File: src/hw/rtl/tfp_pkg.sv
// ----------------------------------------------------------------------------
// tfp_pkg
// Shared types and constants for the telemetry frame parser/decoder.
// ----------------------------------------------------------------------------
`default_nettype none

package tfp_pkg;

    typedef logic [7:0] t_byte;

    // Frame format
    localparam int unsigned MAX_PAYLOAD = 79;
    localparam int unsigned HEAD_DEPTH  = 11;
    localparam int unsigned REM_W       = $clog2(MAX_PAYLOAD + 1);
    localparam int unsigned CNT_W       = $clog2(HEAD_DEPTH + 1);
    localparam int unsigned IDX_W       = $clog2(HEAD_DEPTH);

    localparam t_byte HEADER_BYTE = 8'hAA;
    localparam t_byte FN_COMMAND  = 8'hE0;
    localparam t_byte FN_PARAM    = 8'hE1;
    localparam t_byte SUB_RESET   = 8'h02;
    localparam t_byte SUB_READ    = 8'hE1;
    localparam t_byte RESET_KEY0  = 8'h00;
    localparam t_byte RESET_KEY1  = 8'hAA;
    localparam t_byte LEN_MAX     = 8'(MAX_PAYLOAD);

    // Register reset values
    localparam t_byte       OWN_ADDR_RST    = 8'h05;
    localparam t_byte       HOST_ADDR_RST   = 8'hAF;
    localparam logic [15:0] PARAM_LIMIT_RST = 16'd100;

    // Register indexes (byte address / 4)
    localparam int unsigned PADDR_W = 4;
    localparam logic [1:0] REG_OWN_ADDR    = 2'd0;
    localparam logic [1:0] REG_HOST_ADDR   = 2'd1;
    localparam logic [1:0] REG_PARAM_LIMIT = 2'd2;

    // Result status codes
    localparam logic [1:0] ST_COMMAND = 2'd0;
    localparam logic [1:0] ST_PARAM   = 2'd1;
    localparam logic [1:0] ST_CSUM    = 2'd2;
    localparam logic [1:0] ST_IGNORED = 2'd3;

    // Front-to-back queue
    localparam int unsigned QUEUE_DEPTH = 2;
    localparam int unsigned Q_PTR_W     = $clog2(QUEUE_DEPTH);
    localparam int unsigned Q_CNT_W     = $clog2(QUEUE_DEPTH + 1);

    typedef struct packed {
        t_byte       own_address;
        t_byte       host_address;
        logic [15:0] param_limit;
    } t_cfg;

    // Classified frame passed from front to back
    typedef struct packed {
        logic [1:0]                 status;
        t_byte [HEAD_DEPTH-1:0]     head;
    } t_frame;

    typedef struct packed {
        logic [1:0]         status;
        t_byte              sub_function;
        logic [15:0]        word_one;
        logic [15:0]        word_two;
        logic [15:0]        word_three;
        logic [15:0]        word_four;
        logic [15:0]        word_five;
        logic [15:0]        param_index;
        logic signed [31:0] param_value;
        logic               param_in_range;
        logic               reset_request;
        logic               read_request;
    } t_result;

endpackage

`default_nettype wire

File: src/hw/rtl/tfp_if.sv
// ----------------------------------------------------------------------------
// tfp_if
// Valid/ready channel interfaces for received bytes and decoded results.
// ----------------------------------------------------------------------------
`default_nettype none

interface tfp_in_if;
    logic        valid;
    logic        ready;
    logic [7:0]  rx_byte;

    modport source (output valid, output rx_byte, input ready);
    modport sink   (input valid, input rx_byte, output ready);
endinterface

interface tfp_out_if;
    logic               valid;
    logic               ready;
    logic [1:0]         status;
    logic [7:0]         sub_function;
    logic [15:0]        word_one;
    logic [15:0]        word_two;
    logic [15:0]        word_three;
    logic [15:0]        word_four;
    logic [15:0]        word_five;
    logic [15:0]        param_index;
    logic signed [31:0] param_value;
    logic               param_in_range;
    logic               reset_request;
    logic               read_request;

    modport source (output valid, output status, output sub_function, output word_one,
                    output word_two, output word_three, output word_four,
                    output word_five, output param_index, output param_value,
                    output param_in_range, output reset_request,
                    output read_request, input ready);
    modport sink   (input valid, input status, input sub_function, input word_one,
                    input word_two, input word_three, input word_four,
                    input word_five, input param_index, input param_value,
                    input param_in_range, input reset_request,
                    input read_request, output ready);
endinterface

`default_nettype wire

File: src/hw/rtl/telemetry_frame_parser_decoder.sv
// ----------------------------------------------------------------------------
// telemetry_frame_parser_decoder
// Ground-station serial frame receiver: parses header, source, destination,
// function, length, payload and checksum, and reports one result per frame.
// ----------------------------------------------------------------------------
//
//  Channel   Dir  Handshake        Moves
//  --------  ---  ---------------  ------------------------------------------
//  i_rx      in   valid/ready      one received byte per request
//  o_res     out  valid/ready      one decoded result per complete frame
//  APB       in   psel/penable     own_address @0x0, host_address @0x4,
//                                  param_limit @0x8 (write and read back)
//
//  One byte per cycle, sustained, but for the stall below. A frame's result
//  passes through the queue, then the formatter's output register, to o_res.
//  A two-entry queue sits between parser and formatter; the parser only
//  stalls on a checksum byte when that queue is full, and the formatter's
//  output register refills in the same cycle it is taken.
//  Reset is synchronous, active low, and returns the parser to the hunt.
// ----------------------------------------------------------------------------
`default_nettype none

module telemetry_frame_parser_decoder (
    input  wire                          i_clk,
    input  wire                          i_rst_n,
    tfp_in_if.sink                       i_rx,
    tfp_out_if.source                    o_res,
    input  wire                          psel,
    input  wire                          penable,
    input  wire                          pwrite,
    input  wire [tfp_pkg::PADDR_W-1:0]   paddr,
    input  wire [31:0]                   pwdata,
    output logic [31:0]                  prdata,
    output logic                         pready
);
    import tfp_pkg::*;

    // Configuration registers
    t_byte       r_own_address;
    t_byte       r_host_address;
    logic [15:0] r_param_limit;
    logic        cfg_wr;
    t_cfg        cfg;

    // Front/back link
    logic   push, push_ready, pop, pop_valid;
    t_frame push_data, pop_data;

    assign pready = 1'b1;
    assign cfg_wr = psel && penable && pwrite && pready;

    always_ff @(posedge i_clk) begin
        if (!i_rst_n) begin
            r_own_address  <= OWN_ADDR_RST;
            r_host_address <= HOST_ADDR_RST;
            r_param_limit  <= PARAM_LIMIT_RST;
        end else if (cfg_wr) begin
            // word-aligned decode; unknown offsets are dropped
            unique case (paddr[3:2])
                REG_OWN_ADDR:    r_own_address  <= pwdata[7:0];
                REG_HOST_ADDR:   r_host_address <= pwdata[7:0];
                REG_PARAM_LIMIT: r_param_limit  <= pwdata[15:0];
                default: begin
                end
            endcase
        end
    end

    always_comb begin
        unique case (paddr[3:2])
            REG_OWN_ADDR:    prdata = {24'd0, r_own_address};
            REG_HOST_ADDR:   prdata = {24'd0, r_host_address};
            REG_PARAM_LIMIT: prdata = {16'd0, r_param_limit};
            default:         prdata = '0;
        endcase
    end

    assign cfg.own_address  = r_own_address;
    assign cfg.host_address = r_host_address;
    assign cfg.param_limit  = r_param_limit;

    // Parser: frames are classified as the checksum byte arrives
    tfp_front u_front (
        .i_clk        (i_clk),
        .i_rst_n      (i_rst_n),
        .i_rx         (i_rx),
        .i_cfg        (cfg),
        .o_push       (push),
        .o_push_data  (push_data),
        .i_push_ready (push_ready)
    );

    tfp_queue u_queue (
        .i_clk        (i_clk),
        .i_rst_n      (i_rst_n),
        .i_push       (push),
        .i_push_data  (push_data),
        .o_push_ready (push_ready),
        .i_pop        (pop),
        .o_pop_valid  (pop_valid),
        .o_pop_data   (pop_data)
    );

    // Formatter: builds result words and drives the output register
    tfp_back u_back (
        .i_clk       (i_clk),
        .i_rst_n     (i_rst_n),
        .i_pop_valid (pop_valid),
        .i_pop_data  (pop_data),
        .o_pop       (pop),
        .i_cfg       (cfg),
        .o_res       (o_res)
    );

endmodule

`default_nettype wire

File: src/hw/rtl/tfp_front.sv
// ----------------------------------------------------------------------------
// tfp_front
// Byte parser: hunts for frames, accumulates checksum, captures the payload
// head and classifies each completed frame into the queue.
// ----------------------------------------------------------------------------
`default_nettype none

module tfp_front (
    input  wire             i_clk,
    input  wire             i_rst_n,
    tfp_in_if.sink          i_rx,
    input  tfp_pkg::t_cfg   i_cfg,
    output logic            o_push,
    output tfp_pkg::t_frame o_push_data,
    input  wire             i_push_ready
);
    import tfp_pkg::*;

    localparam logic [2:0] PH_HUNT    = 3'd0;
    localparam logic [2:0] PH_SRC     = 3'd1;
    localparam logic [2:0] PH_DST     = 3'd2;
    localparam logic [2:0] PH_FUNC    = 3'd3;
    localparam logic [2:0] PH_LEN     = 3'd4;
    localparam logic [2:0] PH_PAYLOAD = 3'd5;
    localparam logic [2:0] PH_CHECK   = 3'd6;

    logic [2:0]             r_phase, n_phase;
    logic [REM_W-1:0]       r_rem, n_rem;
    logic [CNT_W-1:0]       r_cnt, n_cnt;
    t_byte                  r_sum, n_sum;
    t_byte                  r_dest, n_dest;
    t_byte                  r_func, n_func;
    t_byte [HEAD_DEPTH-1:0] r_head, n_head;
    logic                   take;
    t_byte                  b;
    t_byte                  sum_add;

    // Only the checksum byte needs queue room.
    assign i_rx.ready = (r_phase != PH_CHECK) || i_push_ready;
    assign take       = i_rx.valid && i_rx.ready;
    assign b          = i_rx.rx_byte;
    assign sum_add    = r_sum + b;

    always_comb begin
        n_phase = r_phase;
        n_rem   = r_rem;
        n_cnt   = r_cnt;
        n_sum   = r_sum;
        n_dest  = r_dest;
        n_func  = r_func;
        n_head  = r_head;
        o_push  = 1'b0;
        if (take) begin
            unique case (r_phase)
                PH_HUNT: begin
                    if (b == HEADER_BYTE) begin
                        n_sum   = b;
                        n_phase = PH_SRC;
                    end
                end
                PH_SRC: begin
                    if (b == i_cfg.host_address) begin
                        n_sum   = sum_add;
                        n_phase = PH_DST;
                    end else begin
                        n_phase = PH_HUNT;
                    end
                end
                PH_DST: begin
                    n_dest  = b;
                    n_sum   = sum_add;
                    n_phase = PH_FUNC;
                end
                PH_FUNC: begin
                    n_func  = b;
                    n_sum   = sum_add;
                    n_phase = PH_LEN;
                end
                PH_LEN: begin
                    n_sum   = sum_add;
                    // zero remaining marks a bad length: next byte is dropped
                    n_rem   = (b != 8'd0 && b <= LEN_MAX) ? REM_W'(b) : '0;
                    n_cnt   = '0;
                    n_head  = '0;
                    n_phase = PH_PAYLOAD;
                end
                PH_PAYLOAD: begin
                    if (r_rem == '0) begin
                        n_phase = PH_HUNT;
                    end else begin
                        if (r_cnt < CNT_W'(HEAD_DEPTH)) begin
                            n_head[r_cnt[IDX_W-1:0]] = b;
                            n_cnt = r_cnt + 1'b1;
                        end
                        n_sum = sum_add;
                        n_rem = r_rem - 1'b1;
                        if (r_rem == REM_W'(1)) begin
                            n_phase = PH_CHECK;
                        end
                    end
                end
                PH_CHECK: begin
                    o_push  = 1'b1;
                    n_phase = PH_HUNT;
                end
                default: begin
                    n_phase = PH_HUNT;
                end
            endcase
        end
    end

    always_comb begin
        o_push_data.head = r_head;
        if (r_sum != b) begin
            o_push_data.status = ST_CSUM;
        end else if (r_dest != i_cfg.own_address) begin
            o_push_data.status = ST_IGNORED;
        end else if (r_func == FN_COMMAND) begin
            o_push_data.status = ST_COMMAND;
        end else if (r_func == FN_PARAM) begin
            o_push_data.status = ST_PARAM;
        end else begin
            o_push_data.status = ST_IGNORED;
        end
    end

    always_ff @(posedge i_clk) begin
        if (!i_rst_n) begin
            r_phase <= PH_HUNT;
            r_rem   <= '0;
            r_cnt   <= '0;
        end else begin
            r_phase <= n_phase;
            r_rem   <= n_rem;
            r_cnt   <= n_cnt;
        end
    end

    always_ff @(posedge i_clk) begin
        r_sum  <= n_sum;
        r_dest <= n_dest;
        r_func <= n_func;
        r_head <= n_head;
    end

endmodule

`default_nettype wire

File: src/hw/rtl/tfp_queue.sv
// ----------------------------------------------------------------------------
// tfp_queue
// Short FIFO of classified frames between parser and result formatter.
// ----------------------------------------------------------------------------
`default_nettype none

module tfp_queue (
    input  wire             i_clk,
    input  wire             i_rst_n,
    input  wire             i_push,
    input  tfp_pkg::t_frame i_push_data,
    output logic            o_push_ready,
    input  wire             i_pop,
    output logic            o_pop_valid,
    output tfp_pkg::t_frame o_pop_data
);
    import tfp_pkg::*;

    t_frame               r_mem [QUEUE_DEPTH];
    logic [Q_PTR_W-1:0]   r_wr_ptr, r_rd_ptr;
    logic [Q_CNT_W-1:0]   r_count;
    logic                 do_push, do_pop;

    function automatic logic [Q_PTR_W-1:0] ptr_inc(input logic [Q_PTR_W-1:0] p);
        if (p == Q_PTR_W'(QUEUE_DEPTH - 1)) begin
            return '0;
        end
        return p + 1'b1;
    endfunction

    assign o_push_ready = (r_count != Q_CNT_W'(QUEUE_DEPTH));
    assign o_pop_valid  = (r_count != '0);
    assign o_pop_data   = r_mem[r_rd_ptr];
    assign do_push      = i_push && o_push_ready;
    assign do_pop       = i_pop && o_pop_valid;

    always_ff @(posedge i_clk) begin
        if (do_push) begin
            r_mem[r_wr_ptr] <= i_push_data;
        end
    end

    always_ff @(posedge i_clk) begin
        if (!i_rst_n) begin
            r_wr_ptr <= '0;
            r_rd_ptr <= '0;
            r_count  <= '0;
        end else begin
            if (do_push) begin
                r_wr_ptr <= ptr_inc(r_wr_ptr);
            end
            if (do_pop) begin
                r_rd_ptr <= ptr_inc(r_rd_ptr);
            end
            if (do_push && !do_pop) begin
                r_count <= r_count + 1'b1;
            end else if (do_pop && !do_push) begin
                r_count <= r_count - 1'b1;
            end
        end
    end

endmodule

`default_nettype wire

File: src/hw/rtl/tfp_back.sv
// ----------------------------------------------------------------------------
// tfp_back
// Result formatter: decodes a classified frame into result fields and holds
// them in the output register until taken.
// ----------------------------------------------------------------------------
`default_nettype none

module tfp_back (
    input  wire             i_clk,
    input  wire             i_rst_n,
    input  wire             i_pop_valid,
    input  tfp_pkg::t_frame i_pop_data,
    output logic            o_pop,
    input  tfp_pkg::t_cfg   i_cfg,
    tfp_out_if.source       o_res
);
    import tfp_pkg::*;

    logic    r_valid;
    t_result r_res;
    t_result n_res;
    t_byte [HEAD_DEPTH-1:0] h;

    assign h     = i_pop_data.head;
    assign o_pop = i_pop_valid && (!r_valid || o_res.ready);

    always_comb begin
        n_res        = '0;
        n_res.status = i_pop_data.status;
        unique case (i_pop_data.status)
            ST_COMMAND: begin
                n_res.sub_function  = h[0];
                n_res.word_one      = {h[1], h[2]};
                n_res.word_two      = {h[3], h[4]};
                n_res.word_three    = {h[5], h[6]};
                n_res.word_four     = {h[7], h[8]};
                n_res.word_five     = {h[9], h[10]};
                n_res.reset_request = (h[0] == SUB_RESET) && (h[1] == RESET_KEY0)
                                      && (h[2] == RESET_KEY1);
                n_res.read_request  = (h[0] == SUB_READ);
            end
            ST_PARAM: begin
                n_res.param_index    = {h[0], h[1]};
                n_res.param_value    = $signed({h[2], h[3], h[4], h[5]});
                n_res.param_in_range = ({h[0], h[1]} <= i_cfg.param_limit);
            end
            default: begin
            end
        endcase
    end

    always_ff @(posedge i_clk) begin
        if (!i_rst_n) begin
            r_valid <= 1'b0;
        end else if (o_pop) begin
            r_valid <= 1'b1;
        end else if (o_res.ready) begin
            r_valid <= 1'b0;
        end
    end

    always_ff @(posedge i_clk) begin
        if (o_pop) begin
            r_res <= n_res;
        end
    end

    assign o_res.valid          = r_valid;
    assign o_res.status         = r_res.status;
    assign o_res.sub_function   = r_res.sub_function;
    assign o_res.word_one       = r_res.word_one;
    assign o_res.word_two       = r_res.word_two;
    assign o_res.word_three     = r_res.word_three;
    assign o_res.word_four      = r_res.word_four;
    assign o_res.word_five      = r_res.word_five;
    assign o_res.param_index    = r_res.param_index;
    assign o_res.param_value    = r_res.param_value;
    assign o_res.param_in_range = r_res.param_in_range;
    assign o_res.reset_request  = r_res.reset_request;
    assign o_res.read_request   = r_res.read_request;

endmodule

`default_nettype wire

File: src/flat_wrapper.sv
// flat-port wrapper written by rule: the top's interface ports become plain ports
module telemetry_frame_parser_decoder_flat import tfp_pkg::*;
  (i_clk, i_rst_n, psel, penable, pwrite, paddr, pwdata, prdata, pready, i_rx_valid, i_rx_rx_byte, i_rx_ready, o_res_valid, o_res_status, o_res_sub_function, o_res_word_one, o_res_word_two, o_res_word_three, o_res_word_four, o_res_word_five, o_res_param_index, o_res_param_value, o_res_param_in_range, o_res_reset_request, o_res_read_request, o_res_ready);
  tfp_in_if i_rx_i ();
  tfp_out_if o_res_i ();
  input  wire i_clk;
  input  wire i_rst_n;
  input  wire psel;
  input  wire penable;
  input  wire pwrite;
  input  wire [tfp_pkg::PADDR_W-1:0] paddr;
  input  wire [31:0] pwdata;
  output logic [31:0] prdata;
  output logic pready;
  input wire logic [$bits(i_rx_i.valid)-1:0] i_rx_valid;
  input wire logic [$bits(i_rx_i.rx_byte)-1:0] i_rx_rx_byte;
  output wire logic [$bits(i_rx_i.ready)-1:0] i_rx_ready;
  output wire logic [$bits(o_res_i.valid)-1:0] o_res_valid;
  output wire logic [$bits(o_res_i.status)-1:0] o_res_status;
  output wire logic [$bits(o_res_i.sub_function)-1:0] o_res_sub_function;
  output wire logic [$bits(o_res_i.word_one)-1:0] o_res_word_one;
  output wire logic [$bits(o_res_i.word_two)-1:0] o_res_word_two;
  output wire logic [$bits(o_res_i.word_three)-1:0] o_res_word_three;
  output wire logic [$bits(o_res_i.word_four)-1:0] o_res_word_four;
  output wire logic [$bits(o_res_i.word_five)-1:0] o_res_word_five;
  output wire logic [$bits(o_res_i.param_index)-1:0] o_res_param_index;
  output wire logic [$bits(o_res_i.param_value)-1:0] o_res_param_value;
  output wire logic [$bits(o_res_i.param_in_range)-1:0] o_res_param_in_range;
  output wire logic [$bits(o_res_i.reset_request)-1:0] o_res_reset_request;
  output wire logic [$bits(o_res_i.read_request)-1:0] o_res_read_request;
  input wire logic [$bits(o_res_i.ready)-1:0] o_res_ready;
  assign i_rx_i.valid = i_rx_valid;
  assign i_rx_i.rx_byte = i_rx_rx_byte;
  assign i_rx_ready = i_rx_i.ready;
  assign o_res_valid = o_res_i.valid;
  assign o_res_status = o_res_i.status;
  assign o_res_sub_function = o_res_i.sub_function;
  assign o_res_word_one = o_res_i.word_one;
  assign o_res_word_two = o_res_i.word_two;
  assign o_res_word_three = o_res_i.word_three;
  assign o_res_word_four = o_res_i.word_four;
  assign o_res_word_five = o_res_i.word_five;
  assign o_res_param_index = o_res_i.param_index;
  assign o_res_param_value = o_res_i.param_value;
  assign o_res_param_in_range = o_res_i.param_in_range;
  assign o_res_reset_request = o_res_i.reset_request;
  assign o_res_read_request = o_res_i.read_request;
  assign o_res_i.ready = o_res_ready;
  telemetry_frame_parser_decoder u_core (.i_clk(i_clk), .i_rst_n(i_rst_n), .i_rx(i_rx_i), .o_res(o_res_i), .psel(psel), .penable(penable), .pwrite(pwrite), .paddr(paddr), .pwdata(pwdata), .prdata(prdata), .pready(pready));
endmodule
File: config.mk
export PLATFORM = sky130hd
export DESIGN_NAME = telemetry_frame_parser_decoder_flat
export DESIGN_NICKNAME = d
export VERILOG_FILES = /design/src/hw/rtl/tfp_pkg.sv /design/src/hw/rtl/tfp_if.sv /design/src/hw/rtl/telemetry_frame_parser_decoder.sv /design/src/hw/rtl/tfp_front.sv /design/src/hw/rtl/tfp_queue.sv /design/src/hw/rtl/tfp_back.sv /design/src/flat_wrapper.sv
export SDC_FILE = /design/constraint.sdc
export NUM_CORES = 1
export LEC_CHECK = 0
export ABC_AREA = 1
export ABC_CLOCK_PERIOD_IN_PS = 21000
export BUFFER_PORTS_ARGS = -buffer_cell sky130_fd_sc_hd__buf_2
export CAP_MARGIN = 20
export CORE_MARGIN = 10
export CORE_UTILIZATION = 63
export DETAILED_ROUTE_END_ITERATION = 8
export GPL_TIMING_DRIVEN = 0
export PLACE_DENSITY_LB_ADDON = 0.08
export RECOVER_POWER = 100
export SYNTH_ARGS = -nofsm -noshare
export SYNTH_HDL_FRONTEND = slang
export SYNTH_SLANG_ARGS = --single-unit
File: constraint.sdc
create_clock -name i_clk -period 21 [get_ports i_clk]
set_clock_uncertainty 0.15 [all_clocks]
set_input_delay 4.2 -clock i_clk [delete_from_list [all_inputs] [get_ports i_clk]]
set_output_delay 4.2 -clock i_clk [all_outputs]
set_load 0.01 [all_outputs]
==> impl_metrics.json, run 1 <==
{
  "status": "finished with violations",
  "violations": "capacitance limit, slew limit",
  "pre_cts_ws_ns": 11.32,
  "vias": 13220,
  "syn-instance-count": 1655,
  "wl_met3_mm": 3.606,
  "core-area_mm2": 0.03083,
  "grt_max_degree": 55,
  "clk_pin_slew_worst_paths_ns": 0.06,
  "syn_area_per_cell_um2": 11.98,
  "synth_ff_type": "edfxtp_1",
  "cts_tree": "built",
  "nets": 2004,
  "critPathKind": "in -> out",
  "gp_congestion": 0.8868,
  "place_area_mm2": 0.02160,
  "wl_met1_mm": 19.81,
  "area_growth_pct": 13.71,
  "gr-total-overflow": 0,
  "n_antenna_cell": 0,
  "final_cell_count_no_fill": 2352,
  "report.final.slew_viol_count": 297,
  "p_leak_uw": 0.008421,
  "dieArea_mm2": 0.03897,
  "drc": 0,
  "track_usage_pct": 23.37,
  "cts_resized": 0,
  "ys_types": 42,
  "cts_buffers": 47,
  "synth_most_common_cell": "edfxtp_1",
  "cp-start-kind": "input port",
  "fp-row-count": 64,
  "multi_input_area_mm2": 0.004722,
  "arrival_ns": 5.36,
  "vias_per_cell": 5.622,
  "netlist_top_cells_count": "edfxtp_1, nand2_1, nor2_1, a21oi_1, inv_1",
  "tightestPinTransition_ns": 2.975,
  "holdBufCountCts": 0,
  "synth_area_leaders": "edfxtp_1, dfxtp_1, a21oi_1",
  "start_util_pct": 64.32,
  "clock_path_buffers": 3,
  "netlist.area_leader.share_pct": 65.57,
  "ir_worst_vdd_mv": 0.08319,
  "h-tree-depth": 2,
  "setup_violations": 0,
  "antenna_found_initial": 0,
  "cpPeakStageDelay_ns": 0.26,
  "die_w_um": 197.4,
  "synth-edff-count": 433,
  "powerDensity_mw_per_mm2": 123.8,
  "fin_area_mm2": 0.02255,
  "met2_length_mm": 22.05,
  "ys_ff_latch": 485,
  "critPathSlowestCell": "clkbuf_1",
  "clk_latency_ns": 0.55,
  "routed_wirelength_mm": 46.35,
  "synthArstFlopShare_pct": 0,
  "regArea_mm2": 0.01404,
  "hold_viol": 0,
  "yosysSeqAreaShare_pct": 70.82,
  "worstHoldPathType": "reg -> reg",
  "synth_warnings": 0,
  "drtPass1Iterations": 5,
  "cap_violations": 11,
  "drive_gt1_share_pct": 7.873,
  "dr.max_layer_used": "met4",
  "wl_per_cell_um": 19.70,
  "grt_pass1_vias": 12790,
  "cts_setup_buffers": 0,
  "path_buf_inv": 4,
  "fin_ws_ns": 11.29,
  "synth_top_cell_by_area": "edfxtp_1",
  "cp-end-kind": "primary output",
  "grt_pass1_wl_mm": 71.58,
  "crit_family": "buffers and inverters",
  "cp_cell_sequence": "buf_2 -> nor2_1 -> inv_1 -> clkbuf_1 -> o211ai_1 -> clkbuf_1",
  "netlist_area_mm2": 0.01983,
  "dpl.cell_count": 2268,
  "die_y_um": 197.4,
  "worstPathRequired_ns": 16.65,
  "drt_iter0_markers": 1195,
  "max_freq_mhz": 103.0,
  "maxSlewHeadroom_pct": -98.33,
  "place_hpwl_mm": 32.00,
  "detail-route-antenna-nets": 0,
  "critPathMostFrequentCell": "clkbuf_1",
  "final_period_minus_worst_setup_slack_ns": 9.706,
  "rsz0062_at_grt": "no",
  "fillCellCount": 2165,
  "root_buffer": "clkbuf_16",
  "fin_setup_tns_ns": 0,
  "critPathMaxFanout": 10,
  "fin_crit_sh_pct": 46.22,
  "portBuffers": 191,
  "cts_num_sinks": 485,
  "ioPinCount": 227
}
-- cells in the final DEF (no fill, tap or decap), drive strengths merged, types with 5 or more instances in the layout --
cell      count
edfxtp      433
clkbuf      294
nand2       221
nor2        183
a21oi       173
inv         162
o21ai       149
buf          65
dfxtp        52
nand3        36
ha           31
mux2i        28
or2          23
conb         17
nand4        13
clkinv       13
nor3         11
xnor2        10
o211ai        9
o221ai        7
clkinvlp      5
-- layer usage --
layer / vias up / track usage, %
met3: 73 / 4.123
met5: - / 0
met2: 523 / 37.81
li1: 6252 / -
met1: 6375 / 32.49
met4: 0 / 5.696
-- through the flow --
| step | utilization (%) | power, uW | hold WS [ns] |
|---|---|---|---|
| after CTS | 74.74 | 2867 | 0.3001 |
| after global routing | 73.14 | 2926 | 0.3386 |
| after detailed placement | 70.07 | 2079 | 0.2908 |
| after floorplan | - | 1789 | 0.2757 |
| after global placement | 69.21 | 2087 | 0.2855 |
| final | 73.14 | 2791 | 0.3039 |
-- report_power, final --
part	internal (uW)	switching, uW
logic	165	496
clock network	448	345
registers	1290	46.9
-- state kept, by name, indices dropped and copies added, names as in the netlist, 16 cells and up, named ones only --
register,count
u_core.u_back.o_res.param_value,32
u_core.r_param_limit,16
u_core.u_back.o_res.word_one,16
u_core.u_back.o_res.word_two,16
u_core.u_queue.r_mem,180
u_core.u_back.o_res.word_four,16
u_core.u_back.o_res.word_five,16
u_core.u_front.o_push_data,88
u_core.u_back.o_res.param_index,16
u_core.u_back.o_res.word_three,16
-- worst paths after layout --
kind                                           startpoint                        endpoint  slack [ns]  cells past startpoint
worst max register to register  u_core.u_front.r_phase[2]  u_core.u_front.o_push_data[62]       15.52                     11
worst min-delay path              u_core.u_queue.r_rd_ptr         u_core.u_queue.r_rd_ptr        0.30                      1
worst max-delay path                             paddr[2]                       prdata[5]       11.29                      6
worst min register to register    u_core.u_queue.r_rd_ptr         u_core.u_queue.r_rd_ptr        0.30                      1
-- final cells by class --
class	instances	share of cell area, %
tap	396	2.197
timing repair buffer	202	3.501
clock buffer	65	5.826
multi-input combinational	931	20.94
buffer	92	1.998
sequential	485	62.28
clock inverter	19	0.5549
inverter	162	2.702
-- logic make-up after synthesis --
logic type / synth area share, %
fa+ha+maj: 2.057
buf+inv: 5.489
xor+xnor: 0.6183
mux: 1.413
simple gates: 10.42
flops: 70.82
compound gates: 9.142
other cells: 0.03787
No activity file was read; power rests on OpenSTA's default activity.
==> run 2: changes to the inputs <==
--- a/config.mk
+++ b/config.mk
@@ -6,11 +6,11 @@
 export NUM_CORES = 1
 export LEC_CHECK = 0
 export ABC_AREA = 1
-export ABC_CLOCK_PERIOD_IN_PS = 21000
+export ABC_CLOCK_PERIOD_IN_PS = 7900
 export BUFFER_PORTS_ARGS = -buffer_cell sky130_fd_sc_hd__buf_2
 export CAP_MARGIN = 20
 export CORE_MARGIN = 10
-export CORE_UTILIZATION = 63
+export CORE_UTILIZATION = 53
 export DETAILED_ROUTE_END_ITERATION = 8
 export GPL_TIMING_DRIVEN = 0
 export PLACE_DENSITY_LB_ADDON = 0.08
==> constraint.sdc (replaced) <==
create_clock -name i_clk -period 7.9 [get_ports i_clk]
set_clock_uncertainty 0.15 [all_clocks]
set_input_delay 1.58 -clock i_clk [delete_from_list [all_inputs] [get_ports i_clk]]
set_output_delay 1.58 -clock i_clk [all_outputs]
set_load 0.01 [all_outputs]
==> impl_metrics.json, run 2 (synthesized netlist as in run 1, its figures left out) <==
{
  "clk_pin_slew_worst_paths_ns": 0.06,
  "cts_buffers": 49,
  "cts_setup_buffers": 0,
  "portBuffers": 191,
  "fp-row-count": 70,
  "vias": 13040,
  "clock_path_buffers": 3,
  "holdPathStages": 1,
  "grt_max_degree": 57,
  "tightestPinTransition_ns": 1.766,
  "wl_per_cell_um": 19.54,
  "pwr-share-seq_pct": 46.9,
  "die_y_um": 213.4,
  "cts_tree": "built",
  "cpPeakStageDelay_ns": 1.34,
  "clk_latency_ns": 0.58,
  "place_hpwl_mm": 32.91,
  "multi_input_area_mm2": 0.004705,
  "worstHoldPathType": "reg -> reg",
  "critPathMaxFanout": 28,
  "powerDensity_mw_per_mm2": 332.5,
  "ir_worst_vdd_mv": 0.2368,
  "power_frac_clock_pct": 29.6,
  "ioPinCount": 227,
  "gr-total-overflow": 0,
  "rr_endpoint": "u_core.u_queue.r_mem[0][17]",
  "start_util_pct": 53.91,
  "mostFrequentLayoutCell": "edfxtp_1",
  "largest_register_ffs": 180,
  "pre_cts_ws_ns": 3.391,
  "cp_cell_sequence": "buf_2 -> nand2_1 -> inv_1 -> nand2_1 -> nor2_1 -> clkbuf_1 -> clkbuf_1 -> buf_12",
  "rr_worst_depth": 11,
  "critPathSlowestCell": "clkbuf_1",
  "whs_ns": 0.3000,
  "grt_pass1_wl_mm": 71.79,
  "max_freq_mhz": 171.7,
  "nets": 2007,
  "hold_viol": 0,
  "core-area_mm2": 0.03679,
  "drt_iter0_markers": 939,
  "grt_pass1_vias": 12630,
  "drc": 0,
  "fin_area_mm2": 0.02280,
  "cts_resized": 0,
  "worstPathRequired_ns": 8.02,
  "critPathKind": "in -> reg",
  "p_comb_share_pct": 23.5,
  "min_from": "u_core.u_queue.r_rd_ptr",
  "detail-route-antenna-nets": 0,
  "n_antenna_cell": 0,
  "fillCellCount": 3068,
  "violations": "capacitance limit, slew limit",
  "regArea_mm2": 0.01404,
  "r2r-start": "u_core.u_front.r_phase[2]",
  "gp_congestion": 0.8654,
  "final_period_minus_worst_setup_slack_ns": 5.823,
  "cp-end-kind": "flip-flop",
  "drive_gt1_share_pct": 7.536,
  "holdBufCountCts": 0,
  "vias_per_cell": 5.362,
  "die_w_um": 213.4,
  "regMostFlops": "u_core.u_queue.r_mem",
  "switching_power_uw": 2398,
  "power.internal_uw": 5184,
  "place_area_mm2": 0.02171,
  "fin_ws_ns": 2.077,
  "setup_violations": 0,
  "switching_share_pct": 31.63,
  "rsz0062_at_grt": "no",
  "area_growth_pct": 14.98,
  "worstHoldEndpoint": "u_core.u_queue.r_rd_ptr",
  "final_cell_mix": "edfxtp_1, clkbuf_1, nand2_1, nor2_1, a21oi_1",
  "status": "finished with violations",
  "maxSlewHeadroom_pct": -17.71,
  "routed_wirelength_mm": 47.52,
  "rrSetupSlack_ns": 2.34,
  "fin_crit_sh_pct": 73.71,
  "p_leak_uw": 0.008475,
  "arrival_ns": 5.94,
  "dieArea_mm2": 0.04555,
  "cts_num_sinks": 485,
  "h-tree-depth": 2,
  "cap_violations": 10,
  "track_usage_pct": 20.45,
  "drtPass1Iterations": 5,
  "report.final.slew_viol_count": 258,
  "cp-start-kind": "input port",
  "antenna_found_initial": 0,
  "root_buffer": "clkbuf_16"
}
-- run 2: changes by cell type in the layout (fill, tap and decap cells not counted), moves of 3 or more --
cell        previous run  this run
clkinv_2               6        10
clkinvlp_4             4         1
buf_2                 45        36
clkbuf_1             239       247
clkbuf_16             47        51
-- run 2: metrics by stage --
stage,util [%],TNS [ns],total power (uW),instances
3_5_place_dp,59.02,0,5569,2341
5_1_grt,61.98,0,7964,2432
2_1_floorplan,-,0,4699,1670
3_3_place_gp,58.26,-178.51,5532,2329
4_1_cts,63.28,0,7814,2432
6_report,61.98,0,7582,2432
-- run 2: worst max path at each step --
stage | cells past startpoint | start | end
2_1_floorplan | 8 | o_res_ready | u_core.u_queue.r_count[1]
4_1_cts | 7 | paddr[3] | prdata[7]
3_5_place_dp | 7 | paddr[3] | prdata[7]
3_3_place_gp | 5 | i_rx_valid | u_core.u_queue.r_mem[1][17]
5_1_grt | 8 | i_rx_valid | u_core.u_queue.r_mem[0][17]
6_report | 8 | i_rx_valid | u_core.u_queue.r_mem[0][17]
-- run 2: layout make-up --
cell class	instances	share of cell area [%]
Sequential cell	485	61.59
Multi-Input combinational cell	931	20.63
Clock buffer	68	6.141
Timing Repair Buffer	203	3.748
Inverter	162	2.672
Tap cell	468	2.568
Buffer	92	1.921
Clock inverter	23	0.7244
-- run 2: worst max-delay path: cells and delay by family --
kind | cells | cell delay, ns
buffers and inverters | 5 | 3.00
and+or+nand+nor | 3 | 1.31
-- run 2: routing by layer --
metal | share of wire, % | track usage (%)
met1 | 44 | 28.21
met2 | 47 | 32.93
met3 | 6.5 | 3.300
met4 | 2.2 | 6.062
met5 | 0 | 0
-- run 2: power groups by stage --
stage,sequential (uW),combinational [uW],clock [uW]
global route,3600,1990,2380
finish,3560,1780,2240
floorplan,3840,864,0
CTS,3530,2000,2280
detailed placement,3580,1990,0
global placement,3660,1870,0
